## src/rtl/core/zcd_pkg.sv

```systemverilog
// zcd_pkg: shared widths, register indexes and control bundles of the
// zero crossing detector. Used by zcd_ctrl, zcd_dpath and the top level.
`default_nettype none

package zcd_pkg;

   // field widths
   localparam int SAMPLE_BITS = 16;
   localparam int INDEX_BITS  = 32;
   localparam int FRAC_BITS   = 16;

   // configuration port
   localparam int CSR_INDEX_BITS = 2;
   localparam int CSR_DATA_BITS  = 1;

   typedef enum logic [CSR_INDEX_BITS-1:0] {
      CSR_DETECT_RISING  = 2'd0,
      CSR_DETECT_FALLING = 2'd1
   } zcd_csr_index_type;

   // restoring divider: one quotient bit per step, fraction plus the integer bit
   localparam int DIV_STEPS = FRAC_BITS + 1;
   localparam int STEP_BITS = $clog2(DIV_STEPS);
   localparam logic [STEP_BITS-1:0] STEP_LAST = STEP_BITS'(DIV_STEPS - 1);

   // controller to datapath
   typedef struct packed {
      logic load;      // item accepted: capture operands, advance signal state
      logic div_step;  // one divider iteration
      logic rsp_load;  // copy finished result into the output register
   } zcd_cmd_type;

   // datapath to controller
   typedef struct packed {
      logic emit;      // accepted item gives an enabled crossing
   } zcd_status_type;

endpackage

`default_nettype wire

```

## src/rtl/core/zcd_ctrl.sv

```systemverilog
// zcd_ctrl: sequencer of the zero crossing detector.
// Depends on zcd_pkg for the command and status bundles.
`default_nettype none

module zcd_ctrl (
   input  wire logic                clock,
   input  wire logic                reset,
   input  wire logic                req_valid,
   output logic                     req_stall,
   output logic                     rsp_valid,
   input  wire logic                rsp_stall,
   input  wire zcd_pkg::zcd_status_type status,
   output zcd_pkg::zcd_cmd_type     cmd
);

   typedef enum logic [1:0] {
      ST_IDLE,
      ST_DIVIDE,
      ST_DELIVER
   } state_type;

   state_type                        state_ff, state_in;
   logic [zcd_pkg::STEP_BITS-1:0]    step_ff, step_in;
   logic                             rsp_valid_ff, rsp_valid_in;
   logic                             accept;
   logic                             rsp_free;

   // handshake terms
   assign req_stall = (state_ff != ST_IDLE);
   assign accept    = req_valid && (state_ff == ST_IDLE);
   assign rsp_free  = !rsp_valid_ff || !rsp_stall;
   assign rsp_valid = rsp_valid_ff;

   // next state and commands
   always_comb begin
      state_in     = state_ff;
      step_in      = step_ff;
      cmd.load     = 1'b0;
      cmd.div_step = 1'b0;
      cmd.rsp_load = 1'b0;
      case (state_ff)
         ST_IDLE: begin
            if (accept) begin
               cmd.load = 1'b1;
               step_in  = '0;
               if (status.emit) begin
                  state_in = ST_DIVIDE;
               end
            end
         end
         ST_DIVIDE: begin
            cmd.div_step = 1'b1;
            step_in      = step_ff + 1'b1;
            if (step_ff == zcd_pkg::STEP_LAST) begin
               state_in = ST_DELIVER;
            end
         end
         ST_DELIVER: begin
            if (rsp_free) begin
               cmd.rsp_load = 1'b1;
               state_in     = ST_IDLE;
            end
         end
         default: begin
            state_in = ST_IDLE;
         end
      endcase
   end

   // output valid: set on load, cleared when taken
   always_comb begin
      rsp_valid_in = rsp_valid_ff;
      if (cmd.rsp_load) begin
         rsp_valid_in = 1'b1;
      end else if (rsp_valid_ff && !rsp_stall) begin
         rsp_valid_in = 1'b0;
      end
   end

   // state and registered outputs
   always_ff @(posedge clock) begin
      if (reset) begin
         state_ff     <= ST_IDLE;
         step_ff      <= '0;
         rsp_valid_ff <= 1'b0;
      end else begin
         state_ff     <= state_in;
         step_ff      <= step_in;
         rsp_valid_ff <= rsp_valid_in;
      end
   end

endmodule

`default_nettype wire

```

## src/rtl/core/zcd_dpath.sv

```systemverilog
// zcd_dpath: signal state, crossing test, restoring divider and result register.
// Depends on zcd_pkg for widths, register indexes and control bundles.
`default_nettype none

module zcd_dpath (
   input  wire logic                                clock,
   input  wire logic                                reset,
   input  wire logic signed [zcd_pkg::SAMPLE_BITS-1:0] req_sample,
   input  wire logic                                req_last_sample,
   input  wire logic                                csr_write,
   input  wire logic [zcd_pkg::CSR_INDEX_BITS-1:0]  csr_index,
   input  wire logic [zcd_pkg::CSR_DATA_BITS-1:0]   csr_data,
   input  wire zcd_pkg::zcd_cmd_type                cmd,
   output zcd_pkg::zcd_status_type                  status,
   output logic [zcd_pkg::INDEX_BITS-1:0]           rsp_crossing_index,
   output logic [zcd_pkg::FRAC_BITS:0]              rsp_crossing_fraction,
   output logic                                     rsp_falling
);

   localparam int SB = zcd_pkg::SAMPLE_BITS;
   localparam int IB = zcd_pkg::INDEX_BITS;
   localparam int FB = zcd_pkg::FRAC_BITS;

   // configuration
   logic          detect_rising_ff, detect_falling_ff;

   // signal state
   logic [SB-1:0] prev_ff, prev_in;
   logic          have_ff, have_in;
   logic [IB-1:0] count_ff, count_in;

   // divider operands and work registers
   logic [SB:0]   rem_ff, rem_in;
   logic [SB-1:0] den_ff, den_in;
   logic [FB:0]   quo_ff, quo_in;
   logic [IB-1:0] index_ff, index_in;
   logic          fall_ff, fall_in;

   // result register
   logic [IB-1:0] rsp_index_ff;
   logic [FB:0]   rsp_frac_ff;
   logic          rsp_fall_ff;

   // crossing test terms
   logic          prev_neg, cur_neg;
   logic [SB-1:0] prev_mag, cur_mag;
   logic [SB:0]   mag_sum;
   logic          is_rising, is_falling;

   // divider step terms
   logic [SB:0]   diff;
   logic          qbit;
   logic [SB:0]   kept;

   // magnitudes of previous and current samples, and the crossing test
   always_comb begin
      prev_neg   = prev_ff[SB-1];
      cur_neg    = req_sample[SB-1];
      prev_mag   = prev_neg ? (~prev_ff + 1'b1) : prev_ff;
      cur_mag    = cur_neg ? (~req_sample + 1'b1) : req_sample;
      mag_sum    = {1'b0, prev_mag} + {1'b0, cur_mag};
      is_rising  = have_ff && prev_neg && !cur_neg;
      is_falling = have_ff && !prev_neg && cur_neg;
      status.emit = (is_rising && detect_rising_ff) || (is_falling && detect_falling_ff);
   end

   // signal state update on each accepted item
   always_comb begin
      prev_in  = prev_ff;
      have_in  = have_ff;
      count_in = count_ff;
      if (cmd.load) begin
         if (req_last_sample) begin
            prev_in  = '0;
            have_in  = 1'b0;
            count_in = '0;
         end else begin
            prev_in  = req_sample;
            have_in  = 1'b1;
            count_in = count_ff + 1'b1;
         end
      end
   end

   // one restoring step: remainder stays below the divisor, then shifts up
   always_comb begin
      diff = rem_ff - {1'b0, den_ff};
      qbit = (rem_ff >= {1'b0, den_ff});
      kept = qbit ? diff : rem_ff;
   end

   // divider registers
   always_comb begin
      rem_in   = rem_ff;
      den_in   = den_ff;
      quo_in   = quo_ff;
      index_in = index_ff;
      fall_in  = fall_ff;
      if (cmd.load) begin
         rem_in   = {1'b0, prev_mag};
         den_in   = mag_sum[SB-1:0];
         quo_in   = '0;
         index_in = count_ff - 1'b1;
         fall_in  = is_falling;
      end else if (cmd.div_step) begin
         rem_in = {kept[SB-1:0], 1'b0};
         quo_in = {quo_ff[FB-1:0], qbit};
      end
   end

   // control state and configuration
   always_ff @(posedge clock) begin
      if (reset) begin
         detect_rising_ff  <= 1'b1;
         detect_falling_ff <= 1'b1;
         prev_ff           <= '0;
         have_ff           <= 1'b0;
         count_ff          <= '0;
      end else begin
         if (csr_write) begin
            case (csr_index)
               zcd_pkg::CSR_DETECT_RISING:  detect_rising_ff  <= csr_data[0];
               zcd_pkg::CSR_DETECT_FALLING: detect_falling_ff <= csr_data[0];
               default: begin
               end
            endcase
         end
         prev_ff  <= prev_in;
         have_ff  <= have_in;
         count_ff <= count_in;
      end
   end

   // payload registers
   always_ff @(posedge clock) begin
      rem_ff   <= rem_in;
      den_ff   <= den_in;
      quo_ff   <= quo_in;
      index_ff <= index_in;
      fall_ff  <= fall_in;
      if (cmd.rsp_load) begin
         rsp_index_ff <= index_ff;
         rsp_frac_ff  <= quo_ff;
         rsp_fall_ff  <= fall_ff;
      end
   end

   assign rsp_crossing_index    = rsp_index_ff;
   assign rsp_crossing_fraction = rsp_frac_ff;
   assign rsp_falling           = rsp_fall_ff;

endmodule

`default_nettype wire

```

## src/rtl/core/zero_crossing_detector.sv

```systemverilog
// zero_crossing_detector: top level, joins sequencer and datapath.
// Depends on zcd_pkg, zcd_ctrl and zcd_dpath.
//
// Usage:
//   req_* carries one signed sample and a last-sample flag per item; an item
//   is taken when req_valid is high and req_stall is low. rsp_* carries one
//   crossing: index of the sample before it, Q1.16 fraction (65536 = 1.0)
//   and direction. csr_write with csr_index selects detect_rising (0) or
//   detect_falling (1); write only while the block is idle.
// Timing:
//   an item with no reported crossing is done when accepted. An item with a
//   crossing passes capture, 17 restoring-divider steps (one quotient bit
//   each) and the load of the output register, which then shows rsp_valid.
//   The divider is the only iterative unit. req_stall is high while the
//   divider runs or a result waits to be loaded.
// Reset:
//   synchronous; both crossing kinds enabled, no previous sample, index 0.
// Stalls:
//   a result held by rsp_stall stays in the output register; the next item
//   is accepted meanwhile and its result waits in the divider until the
//   register frees up.
`default_nettype none

module zero_crossing_detector (
   input  wire logic                                   clock,
   input  wire logic                                   reset,
   input  wire logic                                   req_valid,
   output logic                                        req_stall,
   input  wire logic signed [zcd_pkg::SAMPLE_BITS-1:0] req_sample,
   input  wire logic                                   req_last_sample,
   output logic                                        rsp_valid,
   input  wire logic                                   rsp_stall,
   output logic [zcd_pkg::INDEX_BITS-1:0]              rsp_crossing_index,
   output logic [zcd_pkg::FRAC_BITS:0]                 rsp_crossing_fraction,
   output logic                                        rsp_falling,
   input  wire logic                                   csr_write,
   input  wire logic [zcd_pkg::CSR_INDEX_BITS-1:0]     csr_index,
   input  wire logic [zcd_pkg::CSR_DATA_BITS-1:0]      csr_data
);

   zcd_pkg::zcd_cmd_type    cmd;
   zcd_pkg::zcd_status_type status;

   // sequencer
   zcd_ctrl u_ctrl (
      .clock     (clock),
      .reset     (reset),
      .req_valid (req_valid),
      .req_stall (req_stall),
      .rsp_valid (rsp_valid),
      .rsp_stall (rsp_stall),
      .status    (status),
      .cmd       (cmd)
   );

   // datapath
   zcd_dpath u_dpath (
      .clock                 (clock),
      .reset                 (reset),
      .req_sample            (req_sample),
      .req_last_sample       (req_last_sample),
      .csr_write             (csr_write),
      .csr_index             (csr_index),
      .csr_data              (csr_data),
      .cmd                   (cmd),
      .status                (status),
      .rsp_crossing_index    (rsp_crossing_index),
      .rsp_crossing_fraction (rsp_crossing_fraction),
      .rsp_falling           (rsp_falling)
   );

endmodule

`default_nettype wire
```

## config.mk

```make
export PLATFORM = sky130hd
export DESIGN_NAME = zero_crossing_detector
export DESIGN_NICKNAME = d
export VERILOG_FILES = /design/src/rtl/core/zcd_pkg.sv /design/src/rtl/core/zcd_ctrl.sv /design/src/rtl/core/zcd_dpath.sv /design/src/rtl/core/zero_crossing_detector.sv
export SDC_FILE = /design/constraint.sdc
export NUM_CORES = 1
export LEC_CHECK = 0
export BUFFER_PORTS_ARGS = -buffer_cell sky130_fd_sc_hd__buf_2
export CORE_MARGIN = 1
export CORE_UTILIZATION = 60
export DETAILED_ROUTE_END_ITERATION = 12
export HOLD_SLACK_MARGIN = 0.1
export MAX_ROUTING_LAYER = met4
export PLACE_DENSITY = 0.85
export SLEW_MARGIN = 20
export SYNTH_ARGS = -nofsm -noshare
export SYNTH_HDL_FRONTEND = slang
export SYNTH_SLANG_ARGS = --single-unit
export TNS_END_PERCENT = 1
```

## constraint.sdc

```tcl
create_clock -name clock -period 4.1 [get_ports clock]
set_clock_uncertainty 0.15 [all_clocks]
set_input_delay 0.41 -clock clock [delete_from_list [all_inputs] [get_ports clock]]
set_output_delay 0.41 -clock clock [all_outputs]
set_load 0.05 [all_outputs]
```

==> results.json <==
{
  "drive_gt1_share_pct": 12.9,
  "design.portCount": 77,
  "final.setup.tns_ns": 0,
  "clockBufferDepth": 2,
  "path_common_cell": "xnor2_1",
  "min_period_ns": 3.68,
  "cp_cell_sequence": "or4_1 > or2_2 > or3_1 > o31ai_1 > xnor2_1 > ha_1 > and3_1 > nand2_1 > o211ai_1 > a31o_2 > a21oi_1 > xnor2_1",
  "synthDistinctLibCells": 58,
  "synth_edf_count": 115,
  "r2r_slack_ns": 0.42,
  "vias": 7132,
  "powerDensity_nw_per_um2": 439,
  "synthCells": 969,
  "clockPowerShare_pct": 33.0,
  "syn_area_per_cell_sq_um": 10.0,
  "cts.sinks": 192,
  "rsz0062_at_grt": "false",
  "slowest_stage": "or4_1",
  "final_cells": 1250,
  "r2r-start": "u_dpath.prev_ff[3]$_SDFFE_PP0P_",
  "min_to": "u_dpath.prev_ff[8]$_SDFFE_PP0P_",
  "wire_per_inst_um": 14.8,
  "finalSetupViolCount": 0,
  "initial_core_util_pct": 61.4,
  "yosys-top-cells-area": "edfxtp_1 (36%), dfxtp_1 (16%), ha_1 (4.8%), xnor2_1 (4.5%), a21oi_1 (4.2%)",
  "slew_headroom_pct": 35.3,
  "diodes": 0,
  "syn_area_sq_um": 9720,
  "die_w_um": 129,
  "gp_routability_congestion": 0.887,
  "path_max_fanout": 6,
  "dp_hpwl_um": 12500,
  "cts_inserted_buffers": 17,
  "viasPerCell": 5.71,
  "outcome": "finished, final reports clean",
  "start_kind": "flip-flop",
  "syn-num-nets": 1033,
  "drt_drc_violations_left": 0,
  "r2r_end": "u_dpath.den_ff[15]$_DFFE_PP_",
  "path_buf_inv": 0,
  "cts-root-buf": "clkbuf_16",
  "htree_levels": 4,
  "finalHoldViolCount": 0,
  "internal_power_w": 0.00345,
  "p_leak_nw": 4.17,
  "end_kind": "flip-flop",
  "ir_drop_mv": 0.322,
  "slowest_delay_ns": 0.54,
  "grt_pass1_vias": 6399,
  "drtAntennaViolNets": 0,
  "placed_area_sq_um": 10300,
  "fin_ws_ns": 0.420,
  "fillers": 1147,
  "core_sq_um": 15800,
  "net-switching-power_w": 0.00130,
  "ys_ff_latch": 192,
  "yosysWarnings": 0,
  "ys_seq_area_share_pct": 51.4,
  "final_cell_area_sq_um": 10800,
  "dieArea_sq_um": 16700,
  "drv_slew": 0,
  "ys_async_sr_fraction_pct": 0,
  "tightest_slew_ns": 0.970,
  "crit_type": "flip-flop to flip-flop",
  "ys.flop_type": "edfxtp_1",
  "period_share_pct": 89.8,
  "combPwrFrac_pct": 20.5,
  "critPathTopFamily": "simple AND/OR/NAND/NOR gates",
  "rr_worst_depth": 12,
  "drtIter0Drc": 633,
  "dp_cells": 1217,
  "p_seq_share_pct": 46.5,
  "antenna_found_initial": 0,
  "p_sw_share_pct": 27.3,
  "firstDrtPassIters": 5,
  "grt_max_degree": 52,
  "die_h_um": 129,
  "numPortBuffers": 76,
  "clock_latency_ns": 0.43,
  "yosys.area.top_type_share_pct": 35.5,
  "syn_to_final_growth_pct": 11.4,
  "min_path_cells": 3,
  "cap_violations": 0,
  "drt_wl_total_um": 18500,
  "hp-start": "req_sample[8]",
  "final_nets": 1085,
  "grt_overflow": 0,
  "grt_usage_pct": 23.9,
  "cp.required_ns": 4.13,
  "place_ws_ns": 0.0943,
  "row_count": 46,
  "yosys.area.top_type": "edfxtp_1",
  "tritoncts": "done",
  "fmax_ghz": 0.272,
  "hp-class": "input pin to flip-flop",
  "worstPathArrival_ns": 3.71,
  "cts.clk_slew.worst_paths_ns": 0.07,
  "grt_pass1_wl_um": 30600
}
-- worst max-delay path by stage --
| stage | start | depth (start not counted) | to |
|---|---|---|---|
| 2_1_floorplan | req_sample[5] | 13 | u_dpath.den_ff[15]$_DFFE_PP_ |
| 3_3_place_gp | req_sample[5] | 14 | u_dpath.den_ff[15]$_DFFE_PP_ |
| 3_5_place_dp | req_sample[5] | 14 | u_dpath.den_ff[15]$_DFFE_PP_ |
| 4_1_cts | u_dpath.prev_ff[3]$_SDFFE_PP0P_ | 12 | u_dpath.den_ff[15]$_DFFE_PP_ |
| 5_1_grt | u_dpath.prev_ff[3]$_SDFFE_PP0P_ | 12 | u_dpath.den_ff[15]$_DFFE_PP_ |
| 6_report | u_dpath.prev_ff[3]$_SDFFE_PP0P_ | 12 | u_dpath.den_ff[15]$_DFFE_PP_ |
-- final cells by class --
class / instances / area, sq um / area share [%]
clock inverters: 8 / 80.1 / 0.739
inverters: 35 / 133 / 1.22
repair buffers: 87 / 465 / 4.30
well taps: 216 / 270 / 2.50
clock buffers: 24 / 477 / 4.40
multi-input cells: 688 / 4410 / 40.7
flip-flops and latches: 192 / 4990 / 46.1
-- repair_timing --
item,4_1_cts,5_1_grt
hold buffers,1,0
endpoints found under the hold margin,2,0
resized for setup,0,0
buffers inserted,0,0
-- power groups by stage --
stage / clock network (W) / logic [W] / registers (W)
after floorplan: 0 / 0.000753 / 0.00224
after global placement: 0 / 0.000929 / 0.00224
after detailed placement: 0 / 0.000950 / 0.00225
after CTS: 0.00159 / 0.000965 / 0.00221
after global routing: 0.00166 / 0.00108 / 0.00222
final: 0.00157 / 0.000974 / 0.00221
-- cell usage after synthesis (all sizes together) (13+ instances only) --
cell type / instances
edfxtp: 115
nand2: 98
a21oi: 81
dfxtp: 77
nor2: 69
o21ai: 66
xnor2: 50
clkbuf: 47
xor2: 41
ha: 37
inv: 35
nor3: 26
nand3: 21
nand3b: 21
nand2b: 17
or3: 17
mux2i: 16
nand4: 15
a21o: 13
-- sequential cells by signal, summed over array words and instances, names as in the netlist --
signal and flops:
u_ctrl.step_ff 5, u_dpath.rsp_crossing_fraction 17, u_dpath.quo_ff 17, u_dpath.have_ff 1, u_dpath.rem_ff 17, u_dpath.den_ff 16, u_ctrl.state_ff 2, u_dpath.count_ff 32
u_ctrl.rsp_valid 1, u_dpath.rsp_crossing_index 32, u_dpath.index_ff 32, u_dpath.detect_rising_ff 1, u_dpath.rsp_falling 1, u_dpath.prev_ff 16, u_dpath.fall_ff 1, u_dpath.detect_falling_ff 1
-- cells in the final DEF (no fill, tap or decap), types with 15 or more instances in the layout --
| cell | netlist | layout |
|---|---|---|
| xor2_1 | 41 | 41 |
| nand3b_1 | 21 | 21 |
| o21ai_0 | 66 | 66 |
| nand4_1 | 15 | 15 |
| nand3_1 | 21 | 21 |
| nand2_1 | 98 | 97 |
| inv_1 | 35 | 34 |
| or3_1 | 15 | 15 |
| edfxtp_1 | 115 | 115 |
| a21oi_1 | 81 | 80 |
| clkbuf_16 | 0 | 18 |
| xnor2_1 | 50 | 50 |
| nor3_1 | 25 | 25 |
| mux2i_1 | 16 | 16 |
| nand2b_1 | 17 | 17 |
| buf_2 | 2 | 76 |
| ha_1 | 37 | 37 |
| dfxtp_1 | 77 | 77 |
| nor2_1 | 69 | 69 |
-- worst min-delay path, delay by kind of cell --
kind,cells,cell delay (ns)
buffers and inverters,1,0.12
and+or+nand+nor,1,0.08
AOI/OAI and AO/OA,1,0.06
-- per-layer routing --
metal | up-vias | wire length, um | global-route usage [%]
met2 | 236 | 8620 | 36.5
met3 | 28 | 1010 | 3.96
met4 | 0 | 275 | 7.82
met1 | 3295 | 8550 | 32.4
met5 | - | 0 | -
li1 | 3573 | - | -
-- stage by stage --
stage | total power [W] | hold slack (ns) | utilization, %
after global routing | 0.00496 | 0.145 | 68.4
after CTS | 0.00477 | 0.130 | 68.4
final | 0.00476 | 0.140 | 68.4
after floorplan | 0.00299 | 0.250 | -
after global placement | 0.00317 | 0.251 | 64.9
after detailed placement | 0.00320 | 0.255 | 64.9
-- logic make-up (layout without fill, tap and decap cells) --
logic type / after synthesis / count (layout) / share of synthesized area, %
xor gates and xnor gates: 91 / 91 / 8.20
AOI/OAI and AO/OA: 209 / 209 / 12.5
DFF: 192 / 192 / 51.4
and+or+nand+nor: 332 / 332 / 17.5
buffers and inverters: 89 / 154 / 3.46
adders and majority gates: 39 / 39 / 5.17
muxes: 17 / 17 / 1.76
No activity file was read; power rests on OpenSTA's default activity.
